--- src/design/rpa_pkg.sv ---
// Shared types and constants of the reference-counted page allocator.
package rpa_pkg;

	localparam int ADDR_W      = 56;
	localparam int PAGE_SHIFT  = 12;
	localparam int PAGE_NUM_W  = ADDR_W - PAGE_SHIFT;
	localparam int KIND_W      = 3;
	localparam int STATUS_W    = 2;
	localparam int COUNT_OUT_W = 8;
	localparam int FREE_W      = 16;
	localparam int CFG_ADDR_W  = 4;
	localparam int CFG_DATA_W  = 64;
	localparam int REG_SEL_BIT = 3;

	localparam logic [ADDR_W-1:0] CFG_RESET = 56'h0000_0080_0000_00;

	typedef enum logic [KIND_W-1:0] {
		KIND_INIT       = 3'd0,
		KIND_ALLOC      = 3'd1,
		KIND_FREE       = 3'd2,
		KIND_ADD_REF    = 3'd3,
		KIND_DROP_REF   = 3'd4,
		KIND_READ_COUNT = 3'd5
	} kind_t;

	typedef enum logic [STATUS_W-1:0] {
		STATUS_OK       = 2'd0,
		STATUS_EMPTY    = 2'd1,
		STATUS_BAD_ADDR = 2'd2
	} status_t;

	typedef enum logic [0:0] {
		REG_MEMORY_BASE  = 1'b0,
		REG_USABLE_START = 1'b1
	} reg_idx_t;

	typedef enum logic [2:0] {
		ST_CLEAR,
		ST_IDLE,
		ST_CHECK,
		ST_INIT_PREP,
		ST_INIT_WALK,
		ST_FINISH
	} state_t;

	typedef struct packed {
		logic accept;
		logic rd_idx;
		logic init_prep;
		logic init_push;
		logic clear_step;
		logic finish;
	} rpa_cmd_t;

	typedef struct packed {
		logic walk_last;
		logic init_none;
		logic out_free;
	} rpa_stat_t;

endpackage

--- src/design/rpa_cfg.sv ---
// APB register file holding the memory base and usable start addresses.
module rpa_cfg import rpa_pkg::*; (
	input  logic                  clk,
	input  logic                  arst_n,
	input  logic                  psel,
	input  logic                  penable,
	input  logic                  pwrite,
	input  logic [CFG_ADDR_W-1:0] paddr,
	input  logic [CFG_DATA_W-1:0] pwdata,
	output logic [CFG_DATA_W-1:0] prdata,
	output logic                  pready,
	output logic [ADDR_W-1:0]     memory_base,
	output logic [ADDR_W-1:0]     usable_start
);

	logic [ADDR_W-1:0] memory_base_q;
	logic [ADDR_W-1:0] usable_start_q;
	reg_idx_t          sel;
	logic              wr_en;

	assign pready = 1'b1;
	assign sel    = reg_idx_t'(paddr[REG_SEL_BIT]);
	assign wr_en  = psel & penable & pwrite & pready;

	always_ff @(posedge clk or negedge arst_n) begin
		if (!arst_n) begin
			memory_base_q  <= CFG_RESET;
			usable_start_q <= CFG_RESET;
		end else if (wr_en) begin
			case (sel)
				REG_MEMORY_BASE: begin
					memory_base_q <= pwdata[ADDR_W-1:0];
				end
				REG_USABLE_START: begin
					usable_start_q <= pwdata[ADDR_W-1:0];
				end
				default: begin
				end
			endcase
		end
	end

	always_comb begin
		case (sel)
			REG_MEMORY_BASE: begin
				prdata = {{(CFG_DATA_W-ADDR_W){1'b0}}, memory_base_q};
			end
			REG_USABLE_START: begin
				prdata = {{(CFG_DATA_W-ADDR_W){1'b0}}, usable_start_q};
			end
			default: begin
				prdata = '0;
			end
		endcase
	end

	assign memory_base  = memory_base_q;
	assign usable_start = usable_start_q;

endmodule

--- config.mk ---
export PLATFORM = sky130hd
export DESIGN_NAME = rpa_cfg
export DESIGN_NICKNAME = d
export VERILOG_FILES = /design/src/design/rpa_pkg.sv /design/src/design/rpa_cfg.sv
export SDC_FILE = /design/constraint.sdc
export NUM_CORES = 1
export LEC_CHECK = 0
export ABC_AREA = 1
export BUFFER_PORTS_ARGS = -buffer_cell sky130_fd_sc_hd__buf_2
export CAP_MARGIN = 15
export CORE_ASPECT_RATIO = 1.1
export CORE_MARGIN = 1.5
export CORE_UTILIZATION = 45
export DETAILED_ROUTE_END_ITERATION = 16
export PLACE_DENSITY = 0.75
export SYNTH_ARGS = -nofsm -noshare
export SYNTH_HDL_FRONTEND = slang
export SYNTH_SLANG_ARGS = --single-unit
--- constraint.sdc ---
create_clock -name clk -period 1 [get_ports clk]
set_input_delay 0.05 -clock clk [delete_from_list [all_inputs] [get_ports clk]]
set_output_delay 0.05 -clock clk [all_outputs]
set_load 0.02 [all_outputs]
# Word level (Yosys, flattened, before mapping)
# Cells that the tools add are included.
# W data, S select, Z words.
[word_totals]
regBits = 112
output_inout_bits = 177
wordCells = 8
[op_classes]
muxes = 1
n_bitwise = 3
reduce_logical = 2
[ops]
columns = ["operator", "n"]
rows = [
  ["$pmux W64 S2", 1],
  ["$reduce_and A2 Y1", 2],
  ["$and A1 B1 Y1", 2],
  ["$not A1 Y1", 1],
]

# Logic depth before layout (Yosys ltp)
[depth]
word_depth = 3
mapped_depth = 7

# Worst setup path before layout
# Ideal clock, no wire load.
[synth_timing]
kind = "input port to flip-flop"
startpoint = "input paddr[3]"
endpoint = "register memory_base_q[10] (netlist: memory_base[10])"
slack_ns = 0.132
required_ns = 0.883
arrival_time_ns = 0.751
setup_time_ns = 0.117
stages = 7
n_path_buf = 3
path_cell_list = "buf_2 > inv_2 > nand4_1 > buf_2 > buf_4 > nand2_1 > nand2_1"
[synth_between]
elab_chain_cells = 2
[synth_rtl]
columns = ["item", "line", "source"]
rows = [
  ["start: declaration", "rpa_cfg.sv:8", "input logic [CFG_ADDR_W-1:0] paddr,"],
  ["$not A1 Y1", "n/a", ""],
  ["$reduce_and A2 Y1 (no source line)", "n/a", ""],
  ["end signal: assignment", "rpa_cfg.sv:32", "memory_base_q <= pwdata[ADDR_W-1:0];"],
  ["end: declaration", "rpa_cfg.sv:16", "logic [ADDR_W-1:0] memory_base_q;"],
]
# No other way between the ends.
# A chain may end at the register's enable or synchronous reset.

# Final worst setup path
[layout_timing]
startpoint = "register memory_base_q[31] (netlist: memory_base[31])"
endpoint = "output prdata[31]"
[layout_between]
elab_chain_cells = 1
[layout_rtl]
columns = ["item", "line", "source"]
rows = [
  ["$pmux W64 S2", "rpa_cfg.sv:44", "case (sel)"],
  ["end: declaration", "rpa_cfg.sv:10", "output logic [CFG_DATA_W-1:0] prdata,"],
]
# No other way between the ends. The select of a mux whose other input is x is not followed.

==> results.py <==
metrics = {
    "logic_synthesis": {
        "synth.distinct_cells": 11,
        "syn_avg_cell_area_sq_um": 7.61,
        "synthCells": 682,
        "synth-seq-area-share_pct": 54.1,
        "synthesis.area_sq_um": 5190,
        "ys_ff_latch": 112,
        "yosys_warnings": 0,
    },
    "timing": {
        "min_period_ns": 1.21,
        "fin_crit_sh_pct": 121,
        "hold_violations": 0,
        "skew_ns": 0,
        "fmax_ghz": 0.824,
        "rsz0062_at_grt": "true",
        "setup_viol": 67,
        "finalMaxSlewViolations": 0,
        "setup_ws_ns": -0.213,
    },
    "global_route": {
        "grt_pass1_wl_mm": 26.2,
        "grt_pass1_vias": 5208,
        "grt.total_usage_pct": 26.9,
        "antenna_found_initial": 0,
        "grt_overflow": 0,
        "grt_max_degree": 48,
    },
    "routing": {
        "wl_per_cell_um": 15.4,
        "dr_total_vias": 5796,
        "drc": 0,
        "ant_nets": 0,
        "totalWireLength_mm": 17.6,
        "dr.pass1.iters": 5,
        "viasPerCell": 5.08,
        "drtIter0Drc": 532,
    },
    "final_layout": {
        "fin_nets": 1063,
        "n_antenna_cell": 0,
        "fillers": 729,
        "syn_to_final_growth_pct": 61.9,
        "drive_above_1_share_pct": 33.2,
        "final-seq-area_sq_um": 2810,
        "multiInputGateArea_sq_um": 2130,
        "final_area_sq_um": 8400,
        "fin_cells": 1142,
    },
    "outcome": {
        "status": "finished with violations",
        "violations": "setup timing",
    },
    "placement": {
        "io_buffer_count": 229,
        "dpl.cell_count": 1025,
        "hpwl_mm": 9.91,
        "dpl-instance-area_sq_um": 6500,
        "gp_congestion": 0.788,
    },
    "cts": {
        "htree_levels": 3,
        "cts_buffers": 9,
        "cts_buffer_depth": 2,
        "cts_tree": "done",
        "cts-root-buf": "clkbuf_16",
        "clock_latency_ns": 0.33,
        "clk_pin_slew_worst_paths_ns": 0.08,
        "clock_sinks": 112,
    },
    "floorplanning": {
        "die_h_um": 116,
        "start_util_pct": 46.9,
        "fp.dieW_um": 105,
        "num_rows": 40,
        "core_sq_um": 11100,
        "die_area_sq_um": 12200,
        "boundaryPins": 250,
    },
    "worst_setup_path": {
        "end_kind": "output pin",
        "cpMostUsedCell": "nand2_1",
        "critPathKind": "register to output pin",
        "worstSetupStartpointType": "register",
        "crit_chain": "nand2_1 -> nand2_1 -> buf_6",
        "slowest_delay_ns": 0.57,
        "slowest_stage": "dfstp_2",
        "cp.arrival_ns": 1.16,
        "reg2reg_depth": 4,
        "critical_path_peak_fanout": 3,
        "cp.required_ns": 0.95,
    },
    "flow_run": {
        "cap_viol_max_count": 0,
    },
    "pwr": {
        "peakVddDrop_uv": 1100,
        "total_power_mw": 17.0,
        "power_leakage_nw": 4.76,
        "power_density_nw_per_um2": 2030,
    },
    "worst_hold_path": {
        "min_delay_path_depth": 4,
        "hp-class": "input pin to register",
    },
}
==> flip-flops by register name, indices dropped and copies added (netlist names) <==
| signal | flops |
|---|---|
| usable_start | 56 |
| memory_base | 56 |
==> Yosys cell counts (all sizes together) <==
cell | number | share of area [%]
buf | 50 | 5.5
clkbuf | 8 | 0.58
conb | 2 | 0.14
dfrtp | 110 | 53
dfstp | 2 | 1.0
inv | 2 | 0.14
nand2 | 393 | 28
nand3 | 112 | 11
nand4 | 2 | 0.24
nor2 | 1 | 0.12
==> final cells by class <==
type / count / area share (%)
repair buffers: 348 / 34.5
flip-flops and latches: 112 / 33.4
multi-input cells: 517 / 25.4
clock buffers: 9 / 2.68
well taps: 147 / 2.19
clock inverters: 7 / 1.71
inverters: 2 / 0.104
==> power by group <==
part	switching (mW)	internal, mW	leakage (nW)
Clock	1.61	2.71	0.172
Sequential	0.810	5.40	1.40
Combinational	3.61	2.90	3.19
Total	6.03	11.0	4.76
==> per-stage QoR <==
stage / hold WS, ns / setup TNS (ns) / setup slack, ns / utilization [%]
after floorplan: -0.246 / 0 / 0.132 / -
after global placement: 0.0681 / 0 / 0.0216 / 58.8
after detailed placement: 0.0662 / -0.0136 / -0.00689 / 58.8
after CTS: 0.175 / -4.33 / -0.218 / 72.0
after global routing: 0.206 / -8.34 / -0.256 / 76.0
final: 0.197 / -5.44 / -0.213 / 76.0
==> layer usage <==
metal / global-route usage (%) / part of all wire, % / routed length (um)
met2: 45.7 / 50 / 8860
met3: 4.56 / 8.8 / 1540
met1: 35.0 / 39 / 6870
met4: 9.50 / 1.8 / 318
met5: 0 / 0 / 0
==> timing repair <==
action                                  CTS  global route
setup buffers                            17            27
endpoints found under the hold margin   224             0
pin swaps                                65            24
hold buffers                             57             0
resized for setup                       126            79
endpoints found under the setup margin   63            91
==> final timing paths <==
path                               endpoint  slack, ns        startpoint
min in group asynchronous   memory_base[44]       0.26            arst_n
hold reg to reg            usable_start[31]       0.49  usable_start[31]
max in group asynchronous   usable_start[1]       0.41            arst_n
setup reg to reg           usable_start[30]       0.10  usable_start[30]
hold / removal             usable_start[31]       0.20          paddr[3]
setup / recovery                 prdata[31]      -0.21   memory_base[31]
==> cell families after synthesis <==
group / after synthesis / share of synthesized area (%)
simple gates: 508 / 39.6
flops: 112 / 54.1
buf+inv: 60 / 6.22
other cells: 2 / 0.145
==> critical path, delay by kind of cell (launching register included) <==
family	cells	cell delay, ns
DFF	1	0.57
buffers and inverters	1	0.11
and+or+nand+nor	2	0.14
==> cells in the final DEF (no fill, tap or decap) <==
cell | Yosys | layout
bufinv_16 | 0 | 4
nand2_1 | 393 | 377
clkinv_2 | 0 | 1
buf_2 | 36 | 137
dfstp_2 | 2 | 2
clkinvlp_4 | 0 | 2
nand4_1 | 2 | 2
dfrtp_2 | 0 | 2
clkbuf_16 | 0 | 9
dlygate4sd3_1 | 0 | 57
dfrtp_1 | 110 | 108
buf_4 | 14 | 48
buf_6 | 0 | 96
inv_2 | 2 | 1
nand2_2 | 0 | 16
nor2_4 | 0 | 1
nand3_1 | 112 | 112
buf_12 | 0 | 10
clkinv_4 | 0 | 1
conb_1 | 2 | 9
Power figures use the tool's default switching activity.
