==> src/design/rpa_pkg.sv <==
// Shared types and constants of the reference-counted page allocator.
package rpa_pkg;

	localparam int ADDR_W      = 56;
	localparam int PAGE_SHIFT  = 12;
	localparam int PAGE_NUM_W  = ADDR_W - PAGE_SHIFT;
	localparam int KIND_W      = 3;
	localparam int STATUS_W    = 2;
	localparam int COUNT_OUT_W = 8;
	localparam int FREE_W      = 16;
	localparam int CFG_ADDR_W  = 4;
	localparam int CFG_DATA_W  = 64;
	localparam int REG_SEL_BIT = 3;

	localparam logic [ADDR_W-1:0] CFG_RESET = 56'h0000_0080_0000_00;

	typedef enum logic [KIND_W-1:0] {
		KIND_INIT       = 3'd0,
		KIND_ALLOC      = 3'd1,
		KIND_FREE       = 3'd2,
		KIND_ADD_REF    = 3'd3,
		KIND_DROP_REF   = 3'd4,
		KIND_READ_COUNT = 3'd5
	} kind_t;

	typedef enum logic [STATUS_W-1:0] {
		STATUS_OK       = 2'd0,
		STATUS_EMPTY    = 2'd1,
		STATUS_BAD_ADDR = 2'd2
	} status_t;

	typedef enum logic [0:0] {
		REG_MEMORY_BASE  = 1'b0,
		REG_USABLE_START = 1'b1
	} reg_idx_t;

	typedef enum logic [2:0] {
		ST_CLEAR,
		ST_IDLE,
		ST_CHECK,
		ST_INIT_PREP,
		ST_INIT_WALK,
		ST_FINISH
	} state_t;

	typedef struct packed {
		logic accept;
		logic rd_idx;
		logic init_prep;
		logic init_push;
		logic clear_step;
		logic finish;
	} rpa_cmd_t;

	typedef struct packed {
		logic walk_last;
		logic init_none;
		logic out_free;
	} rpa_stat_t;

endpackage

==> src/design/rpa_ctrl.sv <==
// Controller state machine sequencing clearing, init walks and commands.
module rpa_ctrl import rpa_pkg::*; (
	input  logic              clk,
	input  logic              arst_n,
	input  logic              in_valid,
	input  logic [KIND_W-1:0] in_kind,
	output logic              in_ready,
	input  rpa_stat_t         stat,
	output rpa_cmd_t          cmd
);

	state_t state_q;
	state_t state_nx;

	always_ff @(posedge clk or negedge arst_n) begin
		if (!arst_n) begin
			state_q <= ST_CLEAR;
		end else begin
			state_q <= state_nx;
		end
	end

	always_comb begin
		state_nx = state_q;
		cmd      = '0;
		in_ready = 1'b0;
		case (state_q)
			ST_CLEAR: begin
				cmd.clear_step = 1'b1;
				if (stat.walk_last) begin
					state_nx = ST_IDLE;
				end
			end
			ST_IDLE: begin
				in_ready = 1'b1;
				if (in_valid) begin
					cmd.accept = 1'b1;
					case (in_kind)
						KIND_INIT: begin
							state_nx = ST_INIT_PREP;
						end
						KIND_FREE, KIND_ADD_REF, KIND_DROP_REF, KIND_READ_COUNT: begin
							state_nx = ST_CHECK;
						end
						default: begin
							state_nx = ST_FINISH;
						end
					endcase
				end
			end
			ST_CHECK: begin
				cmd.rd_idx = 1'b1;
				state_nx   = ST_FINISH;
			end
			ST_INIT_PREP: begin
				cmd.init_prep = 1'b1;
				state_nx      = stat.init_none ? ST_FINISH : ST_INIT_WALK;
			end
			ST_INIT_WALK: begin
				cmd.init_push = 1'b1;
				if (stat.walk_last) begin
					state_nx = ST_FINISH;
				end
			end
			ST_FINISH: begin
				if (stat.out_free) begin
					cmd.finish = 1'b1;
					state_nx   = ST_IDLE;
				end
			end
			default: begin
				state_nx = ST_IDLE;
			end
		endcase
	end

endmodule

==> config.mk <==
export PLATFORM = sky130hd
export DESIGN_NAME = rpa_ctrl
export DESIGN_NICKNAME = d
export VERILOG_FILES = /design/src/design/rpa_pkg.sv /design/src/design/rpa_ctrl.sv
export SDC_FILE = /design/constraint.sdc
export NUM_CORES = 1
export LEC_CHECK = 0
export ABC_AREA = 1
export BUFFER_PORTS_ARGS = -buffer_cell sky130_fd_sc_hd__buf_2
export CORE_AREA = 3 3 40 42
export CTS_BUF_LIST = sky130_fd_sc_hd__clkbuf_8 sky130_fd_sc_hd__clkbuf_16
export DETAILED_ROUTE_END_ITERATION = 6
export DIE_AREA = 0 0 43 45
export PLACE_DENSITY = 0.47
export SLEW_MARGIN = 0
export SYNTH_ARGS = -nofsm -noshare
export SYNTH_HDL_FRONTEND = slang
export SYNTH_SLANG_ARGS = --single-unit
==> constraint.sdc <==
create_clock -name clk -period 1.67 [get_ports clk]
set_input_delay 0.0835 -clock clk [delete_from_list [all_inputs] [get_ports clk]]
set_output_delay 0.0835 -clock clk [all_outputs]
set_load 0.02 [all_outputs]
### Yosys cells after proc, flatten, opt, wreduce, memory -nomap -nowiden

Cells that the tools add are included.

| cells by class | value |
|---|---|
| reductions and logical operators | 4 |
| equality and inequality tests | 13 |
| order comparisons | 0 |
| add/subtract/negate cells | 0 |
| multipliers | 0 |
| mux-type cells | 16 |
| bitwise logic cells | 0 |
| divide/modulo/power cells | 0 |
| shifts and indexed selects | 0 |

Operators with widths:

| cell | number |
|---|---|
| one-hot mux 3 bit (6 select lines) | 1 |
| equality test 3 x 2 -> 1 bit, second input constant | 4 |
| equality test 3 bit, second input constant | 4 |
| 2-to-1 mux 3 bit | 4 |
| 2-to-1 mux 1 bit | 10 |
| != test 2 bit, second input constant | 4 |
| zero test 3 bit | 2 |
| one-hot mux 3 bit (2 select lines) | 1 |
| AND reduction 4 bit | 1 |
| OR reduction 4 bit | 1 |
| equality test 3 x 1 -> 1 bit, second input constant | 1 |

| storage, ports and cells | value |
|---|---|
| output and inout port bits | 7 |
| memories | 0 |
| flip-flop bits (word level) | 3 |
| latch bits | 0 |
| RAM bits | 0 |
| word-level logic and storage cells | 34 |
| bits in read-only memories | 0 |

### Depth between registers and ports, before layout

Gate-level depths: netlist (run 1).

| logic depth | value |
|---|---|
| depth after elaboration | 5 |
| depth in mapped cells | 7 |
| depth with buffers taken out | 7 |

### Worst setup path after synthesis (run 1)

OpenSTA, ideal clock, no wires.

| timing path | value |
|---|---|
| kind | reg-to-output |
| start | reg state_q[1] |
| end | out cmd[0] (netlist bit) |
| arrival time | 1.184 ns |
| data required time | 1.586 ns |
| path buffers | 0 |
| path slack | 0.403 ns |
| cell stages (with the launch flop) | 2 |
| cell sequence | dfrtp_1 -> nor4_1 |

RTL lines:

| element | line | RTL |
|---|---|---|
| start, declared | rpa_ctrl.sv:12 | `state_t state_q;` |
| start signal, assigned | rpa_ctrl.sv:19 | `state_q <= state_nx;` |
| end, declared | rpa_ctrl.sv:9 | `output rpa_cmd_t cmd` |

==> results of run 1 <==
cell type report:
cell class                      instances  area (µm²)
Fill cell                             150         868
Multi-Input combinational cell         35         163
Timing Repair Buffer                   16        85.1
Sequential cell                         3        75.1
Clock buffer                            3        41.3
Inverter                                8        30.0
Tap cell                               15        18.8
Clock inverter                          1        3.75
worst reg2reg max path, stage by stage (launching register included):
cell	delay (ns)
sky130_fd_sc_hd__dfrtp_1	0.48
sky130_fd_sc_hd__inv_2	0.08
sky130_fd_sc_hd__nand2_2	0.09
sky130_fd_sc_hd__nor2_2	0.05
sky130_fd_sc_hd__nand3b_1	0.18
sky130_fd_sc_hd__nand2_1	0.08
sky130_fd_sc_hd__nand2_1	0.05
cells in the final DEF (no fill, tap or decap):
master	n
sky130_fd_sc_hd__buf_2	15
sky130_fd_sc_hd__nand2_1	13
sky130_fd_sc_hd__nor2_1	10
sky130_fd_sc_hd__inv_1	8
sky130_fd_sc_hd__nand3_1	3
sky130_fd_sc_hd__clkbuf_8	3
sky130_fd_sc_hd__dfrtp_1	3
sky130_fd_sc_hd__inv_2	1
sky130_fd_sc_hd__nor2_4	1
sky130_fd_sc_hd__nand2_2	1
sky130_fd_sc_hd__nor3_1	1
sky130_fd_sc_hd__nor4_1	1
sky130_fd_sc_hd__nor2_2	1
sky130_fd_sc_hd__nand4_1	1
sky130_fd_sc_hd__nand3b_1	1
sky130_fd_sc_hd__a21oi_1	1
sky130_fd_sc_hd__o21bai_1	1
sky130_fd_sc_hd__dlygate4sd3_1	1
cells in the mapped netlist (all sizes together):
library cell | instances | area share
a21oi | 1 | 0.019
dfrtp | 3 | 0.28
inv | 8 | 0.11
nand2 | 14 | 0.21
nand3 | 3 | 0.056
nand3b | 1 | 0.028
nand4 | 1 | 0.023
nor2 | 12 | 0.21
nor3 | 1 | 0.019
nor4 | 1 | 0.023
o21bai | 1 | 0.028
layer usage:
metal / global-route usage / wire length [µm]
met5: 0 / 0
met4: 0.0542 / 0
met3: 0.0398 / 59
met2: 0.156 / 319
met1: 0.104 / 325
where the power goes:
group	total [mW]	internal [mW]	switching, mW
Sequential	0.163	0.108	0.0550
Combinational	0.448	0.159	0.289
Clock	0.202	0.156	0.0454
Total	0.813	0.423	0.390
what timing repair did:
action | 4_1_cts | 5_1_grt
hold buffers | 1 | 0
setup buffers | 0 | 0
hold endpoints to repair | 3 | 0
gates resized for setup | 0 | 0
worst min-delay path by stage:
stage | startpoint | endpoint | cells past startpoint
finish | stat[2] | state_q[0] | 3
global route | stat[2] | state_q[0] | 3
CTS | stat[2] | state_q[0] | 3
detailed placement | arst_n | state_q[0] | 1
global placement | arst_n | state_q[0] | 1
floorplan | arst_n | state_q[0] | 0
kinds of logic after synthesis:
group                  count (synthesis)  synth area share
AO/OA/AOI/OAI                          2            0.0467
buffers and inverters                  8             0.112
flip-flops                             3             0.280
AND/OR/NAND/NOR                       33             0.561
through the flow:
| step | utilization | total power, mW | cells |
|---|---|---|---|
| 6_report | 0.324 | 0.813 | 81 |
| 5_1_grt | 0.324 | 0.907 | 81 |
| 4_1_cts | 0.324 | 0.829 | 81 |
| 3_5_place_dp | 0.281 | 0.619 | 76 |
| 3_3_place_gp | 0.281 | 0.622 | 76 |
| 2_1_floorplan | - | 0.490 | 46 |
==> flow_results.xml, run 1 <==
<?xml version="1.0" encoding="UTF-8"?>
<metrics>
  <group name="critical_path">
    <metric name="r2r-end" unit="">state_q[2]</metric>
    <metric name="cp_max_fo" unit="">6</metric>
    <metric name="critical_path_endpoint" unit="">cmd[3]</metric>
    <metric name="timing.critical_path.required" unit="ns">1.59</metric>
    <metric name="timing.critical_path.slowest_cell_delay" unit="ns">0.48</metric>
    <metric name="cp_cell_sequence" unit="">inv_2 &gt; nor2_1 &gt; inv_1 &gt; nor2_1 &gt; buf_2</metric>
    <metric name="r2r-start" unit="">state_q[1]</metric>
    <metric name="path_delay_family" unit="">flip-flops</metric>
    <metric name="reg2reg_setup_slack" unit="ns">0.55</metric>
    <metric name="arrival_time_of_the_worst_setup_path" unit="ns">1.21</metric>
    <metric name="critical_path.most_common_cell" unit="">sky130_fd_sc_hd__nor2_1</metric>
    <metric name="worstSetupEndpointType" unit="">primary output</metric>
    <metric name="crit_path_top_delay_cell" unit="">sky130_fd_sc_hd__dfrtp_1</metric>
    <metric name="critical_path.startpoint_type" unit="">flop</metric>
    <metric name="startpoint" unit="">state_q[1]</metric>
    <metric name="timing_worst_setup_path_type" unit="">reg -&gt; out</metric>
    <metric name="worstSetupPathDepth" unit="">5</metric>
    <metric name="cp_num_buf_inv" unit="">3</metric>
    <metric name="r2r_cell_count" unit="">6</metric>
  </group>
  <group name="cells_and_area">
    <metric name="post_route_cells_drive_above_1_share" unit="">0.333</metric>
    <metric name="flip_flop_count_of_the_largest_register_all_copies_and_words_added" unit="">3</metric>
    <metric name="final_design_area_no_fill" unit="µm²">417</metric>
    <metric name="design.final.nets" unit="">76</metric>
    <metric name="registers_with_the_most_flip_flops" unit="">state_q: 3 flops</metric>
    <metric name="antenna-diode-count" unit="">0</metric>
    <metric name="synthToLayoutAreaGrowth" unit="%">55.6</metric>
    <metric name="top_register" unit="">state_q</metric>
  </group>
  <group name="placed_design">
    <metric name="dpl-instance-area" unit="µm²">362</metric>
    <metric name="gp_congestion" unit="">0.758</metric>
    <metric name="detailedPlace.worstSlack" unit="ns">0.544</metric>
    <metric name="port-buffer-count" unit="">15</metric>
  </group>
  <group name="clock_tree">
    <metric name="cts-root-to-sink-buffers" unit="">2</metric>
    <metric name="clkSinkCount" unit="">3</metric>
    <metric name="clock_tree.root_cell" unit="">sky130_fd_sc_hd__clkbuf_8</metric>
    <metric name="htreeDepth" unit="">1</metric>
    <metric name="worst_setup_hold_path_clk_slew" unit="ns">0.03</metric>
    <metric name="number_of_buffers_created_by_cts" unit="">3</metric>
    <metric name="cts_tree" unit="">built</metric>
    <metric name="clock_latency_on_the_worst_skew_pair" unit="ns">0.21</metric>
  </group>
  <group name="hold_path">
    <metric name="timing.hold.worst.class" unit="">in -&gt; reg</metric>
  </group>
  <group name="sta">
    <metric name="layout_worst_path_cycle_share" unit="">0.777</metric>
    <metric name="finClkSkew" unit="ns">0.000784</metric>
    <metric name="timing.final.crit_period" unit="ns">1.30</metric>
    <metric name="tns" unit="ns">0</metric>
    <metric name="timing.fmax" unit="MHz">771</metric>
    <metric name="timing.hold.ws" unit="ns">0.158</metric>
    <metric name="finalWorstSetupSlack" unit="ns">0.372</metric>
    <metric name="timing.slew.headroom" unit="">0.817</metric>
    <metric name="slew_violations" unit="">0</metric>
    <metric name="rsz0062_at_grt" unit="">false</metric>
    <metric name="tightestPinTransition" unit="ns">0.275</metric>
    <metric name="report.final.hold_viol_count" unit="">0</metric>
    <metric name="setup-violations-final" unit="">0</metric>
  </group>
  <group name="drt">
    <metric name="routed-via-count" unit="">325</metric>
    <metric name="drt_pass1_iterations" unit="">2</metric>
    <metric name="post_drt_wl_per_cell" unit="µm">8.69</metric>
    <metric name="detail-route-antenna-nets" unit="">0</metric>
    <metric name="drc" unit="">0</metric>
    <metric name="drt-vias-per-instance" unit="">4.01</metric>
    <metric name="first_iter_violations" unit="">1</metric>
    <metric name="drt_wl_total" unit="µm">704</metric>
  </group>
  <group name="synthesis">
    <metric name="syn_area_per_cell" unit="µm²">5.82</metric>
    <metric name="mappedNetlistArea" unit="µm²">268</metric>
    <metric name="mappedNetlistNets" unit="">55</metric>
    <metric name="post_synth_num_cell_types" unit="">15</metric>
    <metric name="postSynthRegisterBits" unit="">3</metric>
    <metric name="synth_seq_area_share" unit="">0.280</metric>
    <metric name="synthesis.yosys.warnings" unit="">0</metric>
    <metric name="gate_count_of_the_mapped_netlist" unit="">46</metric>
  </group>
  <group name="floorplanning">
    <metric name="initial_utilization" unit="">0.208</metric>
    <metric name="area_of_the_core" unit="µm²">1280</metric>
    <metric name="dieWidth" unit="µm">43</metric>
    <metric name="height_of_the_die" unit="µm">45</metric>
    <metric name="io_pins" unit="">16</metric>
    <metric name="die_area" unit="µm²">1940</metric>
    <metric name="fp-row-count" unit="">13</metric>
  </group>
  <group name="global_routing">
    <metric name="global_route.overflow_total" unit="">0</metric>
    <metric name="grt_pass1_vias" unit="">336</metric>
    <metric name="antenna_violations_before_repair" unit="">0</metric>
    <metric name="grt.total_usage" unit="">0.0951</metric>
    <metric name="grt_first_pass_wirelength" unit="µm">1330</metric>
    <metric name="maximum_number_of_pins_on_one_net_before_global_route_repair" unit="">7</metric>
  </group>
  <group name="power_and_ir_drop">
    <metric name="vdd_ir_drop_max" unit="mV">0.536</metric>
    <metric name="power_density" unit="nW/µm²">1950</metric>
    <metric name="p_leak" unit="nW">0.254</metric>
  </group>
  <group name="outcome">
    <metric name="outcome" unit="">completed</metric>
  </group>
  <group name="flow_run">
    <metric name="drv_cap" unit="">0</metric>
  </group>
</metrics>
Note: power is estimated with default switching activity, not from simulation.
==> run 2: changes to the inputs <==
--- a/config.mk
+++ b/config.mk
@@ -5,13 +5,13 @@
 export SDC_FILE = /design/constraint.sdc
 export NUM_CORES = 1
 export LEC_CHECK = 0
-export ABC_AREA = 1
+export ABC_AREA = 0
 export BUFFER_PORTS_ARGS = -buffer_cell sky130_fd_sc_hd__buf_2
 export CORE_AREA = 3 3 40 42
 export CTS_BUF_LIST = sky130_fd_sc_hd__clkbuf_8 sky130_fd_sc_hd__clkbuf_16
 export DETAILED_ROUTE_END_ITERATION = 6
 export DIE_AREA = 0 0 43 45
-export PLACE_DENSITY = 0.47
+export PLACE_DENSITY = 0.44
 export SLEW_MARGIN = 0
 export SYNTH_ARGS = -nofsm -noshare
 export SYNTH_HDL_FRONTEND = slang
==> constraint.sdc (replaced) <==
create_clock -name clk -period 1.1 [get_ports clk]
set_input_delay 0.055 -clock clk [delete_from_list [all_inputs] [get_ports clk]]
set_output_delay 0.055 -clock clk [all_outputs]
set_load 0.02 [all_outputs]
==> flow_results.xml, run 2 <==
<?xml version="1.0" encoding="UTF-8"?>
<metrics>
  <group name="clock_tree">
    <metric name="number_of_buffers_created_by_cts" unit="">3</metric>
    <metric name="htreeDepth" unit="">1</metric>
    <metric name="clkSinkCount" unit="">3</metric>
    <metric name="clock_latency_on_the_worst_skew_pair" unit="ns">0.22</metric>
    <metric name="cts_tree" unit="">built</metric>
    <metric name="worst_setup_hold_path_clk_slew" unit="ns">0.03</metric>
    <metric name="clock_tree.root_cell" unit="">sky130_fd_sc_hd__clkbuf_8</metric>
    <metric name="cts-root-to-sink-buffers" unit="">2</metric>
  </group>
  <group name="synthesis">
    <metric name="synthesis.yosys.warnings" unit="">0</metric>
    <metric name="gate_count_of_the_mapped_netlist" unit="">26</metric>
    <metric name="synth_async_sr_flop_share" unit="">1.00</metric>
    <metric name="mappedNetlistArea" unit="µm²">216</metric>
    <metric name="syn_area_per_cell" unit="µm²">8.33</metric>
    <metric name="postSynthRegisterBits" unit="">3</metric>
    <metric name="dominantRegCellSynth" unit="">sky130_fd_sc_hd__dfrtp_1</metric>
    <metric name="mappedNetlistNets" unit="">35</metric>
    <metric name="synth_seq_area_share" unit="">0.347</metric>
    <metric name="synth.top_cells.by_area" unit="">sky130_fd_sc_hd__dfrtp_1 35%, sky130_fd_sc_hd__nand2b_1 5.8%, sky130_fd_sc_hd__a41o_1 4.6%</metric>
    <metric name="post_synth_num_cell_types" unit="">19</metric>
    <metric name="synth.top_cell.area_share" unit="">0.347</metric>
    <metric name="top_cell_type_by_total_area_after_synthesis" unit="">sky130_fd_sc_hd__dfrtp_1</metric>
    <metric name="synthMostInstantiatedCell" unit="">sky130_fd_sc_hd__dfrtp_1</metric>
    <metric name="synth_edf_count" unit="">0</metric>
  </group>
  <group name="sta">
    <metric name="timing.fmax" unit="MHz">871</metric>
    <metric name="layout_worst_path_cycle_share" unit="">1.04</metric>
    <metric name="finalWorstSetupSlack" unit="ns">-0.0484</metric>
    <metric name="setup-violations-final" unit="">7</metric>
    <metric name="tightestPinTransition" unit="ns">0.312</metric>
    <metric name="timing.final.crit_period" unit="ns">1.15</metric>
    <metric name="rsz0062_at_grt" unit="">true</metric>
    <metric name="timing.slew.headroom" unit="">0.790</metric>
    <metric name="finClkSkew" unit="ns">0.00143</metric>
    <metric name="report.final.hold_viol_count" unit="">0</metric>
    <metric name="slew_violations" unit="">0</metric>
    <metric name="timing.hold.ws" unit="ns">0.111</metric>
  </group>
  <group name="global_routing">
    <metric name="antenna_violations_before_repair" unit="">0</metric>
    <metric name="grt.total_usage" unit="">0.0793</metric>
    <metric name="maximum_number_of_pins_on_one_net_before_global_route_repair" unit="">9</metric>
    <metric name="global_route.overflow_total" unit="">0</metric>
    <metric name="grt_first_pass_wirelength" unit="µm">1080</metric>
    <metric name="grt_pass1_vias" unit="">269</metric>
  </group>
  <group name="hold_path">
    <metric name="hold_end" unit="">state_q[2]</metric>
    <metric name="timing.hold.worst.class" unit="">in -&gt; reg</metric>
    <metric name="timing.hold.worst.start" unit="">in_valid</metric>
    <metric name="hold_path_depth" unit="">2</metric>
  </group>
  <group name="critical_path">
    <metric name="r2r_cell_count" unit="">5</metric>
    <metric name="arrival_time_of_the_worst_setup_path" unit="ns">1.09</metric>
    <metric name="cp_max_fo" unit="">7</metric>
    <metric name="critical_path.startpoint_type" unit="">flop</metric>
    <metric name="timing_worst_setup_path_type" unit="">reg -&gt; out</metric>
    <metric name="timing.critical_path.required" unit="ns">1.04</metric>
    <metric name="r2r-start" unit="">state_q[2]</metric>
    <metric name="r2r-end" unit="">state_q[2]</metric>
    <metric name="worstSetupEndpointType" unit="">primary output</metric>
    <metric name="reg2reg_setup_slack" unit="ns">-0.01</metric>
    <metric name="startpoint" unit="">state_q[2]</metric>
  </group>
  <group name="placed_design">
    <metric name="detailedPlace.worstSlack" unit="ns">0.0550</metric>
    <metric name="port-buffer-count" unit="">15</metric>
    <metric name="hpwl" unit="µm">446</metric>
    <metric name="gp_congestion" unit="">0.627</metric>
    <metric name="placed_cells" unit="">55</metric>
  </group>
  <group name="cells_and_area">
    <metric name="commonest_cells_after_routing_fill_and_taps_aside" unit="">10 x sky130_fd_sc_hd__buf_2, 6 x sky130_fd_sc_hd__buf_4, 3 x sky130_fd_sc_hd__inv_1, 3 x sky130_fd_sc_hd__clkbuf_8, 3 x sky130_fd_sc_hd__dfrtp_2</metric>
    <metric name="layout.core_utilization" unit="">0.325</metric>
    <metric name="top_register" unit="">state_q</metric>
    <metric name="synthToLayoutAreaGrowth" unit="%">93.1</metric>
    <metric name="antenna-diode-count" unit="">0</metric>
    <metric name="post_route_cells_drive_above_1_share" unit="">0.551</metric>
    <metric name="flip_flop_count_of_the_largest_register_all_copies_and_words_added" unit="">3</metric>
    <metric name="final_cells" unit="">64</metric>
    <metric name="mostFrequentLayoutCell" unit="">sky130_fd_sc_hd__buf_2</metric>
    <metric name="registers_with_the_most_flip_flops" unit="">state_q: 3 flops</metric>
    <metric name="design.final.nets" unit="">59</metric>
  </group>
  <group name="drt">
    <metric name="first_iter_violations" unit="">1</metric>
    <metric name="drt_pass1_iterations" unit="">2</metric>
    <metric name="drt-vias-per-instance" unit="">4.22</metric>
    <metric name="routed-via-count" unit="">270</metric>
    <metric name="post_drt_wl_per_cell" unit="µm">10.3</metric>
    <metric name="drc" unit="">0</metric>
    <metric name="drt_wl_total" unit="µm">656</metric>
    <metric name="detail-route-antenna-nets" unit="">0</metric>
  </group>
  <group name="floorplanning">
    <metric name="io_pins" unit="">16</metric>
    <metric name="fp-row-count" unit="">13</metric>
    <metric name="die_area" unit="µm²">1940</metric>
    <metric name="initial_utilization" unit="">0.168</metric>
    <metric name="area_of_the_core" unit="µm²">1280</metric>
    <metric name="dieWidth" unit="µm">43</metric>
    <metric name="height_of_the_die" unit="µm">45</metric>
  </group>
  <group name="power_and_ir_drop">
    <metric name="p_leak" unit="nW">0.211</metric>
    <metric name="vdd_ir_drop_max" unit="mV">0.668</metric>
    <metric name="power_density" unit="nW/µm²">2770</metric>
    <metric name="total_power" unit="mW">1.16</metric>
  </group>
  <group name="outcome">
    <metric name="violations" unit="">setup timing</metric>
    <metric name="outcome" unit="">finished with violations</metric>
  </group>
  <group name="flow_run">
    <metric name="drv_cap" unit="">0</metric>
  </group>
</metrics>
run 2: cell types whose count changed after synthesis, sizes merged, moves of 2 or more:
cell	delta
nand3	-3
o21ai	+2
nand2	-12
inv	-6
nor2	-10
nand2b	+3
run 2: how the worst max path moves through the flow:
stage            endpoint  slack (ns)  cells past startpoint
5_1_grt            cmd[4]       -0.09                      3
2_1_floorplan  state_q[0]        0.03                      2
3_5_place_dp   state_q[2]        0.06                      3
4_1_cts            cmd[4]       -0.05                      3
3_3_place_gp   state_q[2]        0.05                      3
6_report           cmd[4]       -0.05                      3
run 2: cell families after synthesis:
kind of cell           Yosys count  synth area share
flip-flops                       3             0.347
buffers and inverters            3            0.0694
AND/OR/NAND/NOR                 14             0.370
AO/OA/AOI/OAI                    5             0.173
XOR/XNOR                         1            0.0405
run 2: report_power, final:
part | total, mW | leakage, nW | switching (mW) | internal [mW]
clock | 0.313 | 0.0269 | 0.0756 | 0.238
combinational | 0.589 | 0.152 | 0.290 | 0.299
sequential | 0.254 | 0.0327 | 0.0887 | 0.165
run 2: area by class of cell:
| class | instances | area, µm² |
|---|---|---|
| Clock inverter | 1 | 3.75 |
| Multi-Input combinational cell | 20 | 136 |
| Timing Repair Buffer | 20 | 131 |
| Inverter | 2 | 7.51 |
| Clock buffer | 3 | 41.3 |
| Tap cell | 15 | 18.8 |
| Fill cell | 142 | 867 |
| Sequential cell | 3 | 78.8 |
run 2: metrics by stage:
step | area, µm² | TNS, ns
3_5_place_dp | 308 | 0
5_1_grt | 418 | -0.618
2_1_floorplan | 221 | 0
4_1_cts | 418 | -0.170
6_report | 418 | -0.189
3_3_place_gp | 308 | 0
run 2: timing repair:
action                                  4_1_cts  5_1_grt
endpoints found under the setup margin        7        8
gates resized for setup                      11        0
hold endpoints to repair                      3        0
buffers inserted                              4        0
cloned                                        0        0
hold buffers                                  1        0
run 2: per-layer routing:
layer,GRT usage,part of all wire,vias up
li1,-,-,137
met1,0.0825,0.41,117
met2,0.114,0.47,12
met3,0.0199,0.078,4
met4,0.108,0.041,0
met5,0,0,-
run 2: worst max-delay path: stages, from the launching register on:
cell,delay [ns]
sky130_fd_sc_hd__dfrtp_2,0.45
sky130_fd_sc_hd__nand2b_1,0.19
sky130_fd_sc_hd__nor2_1,0.09
sky130_fd_sc_hd__buf_4,0.14
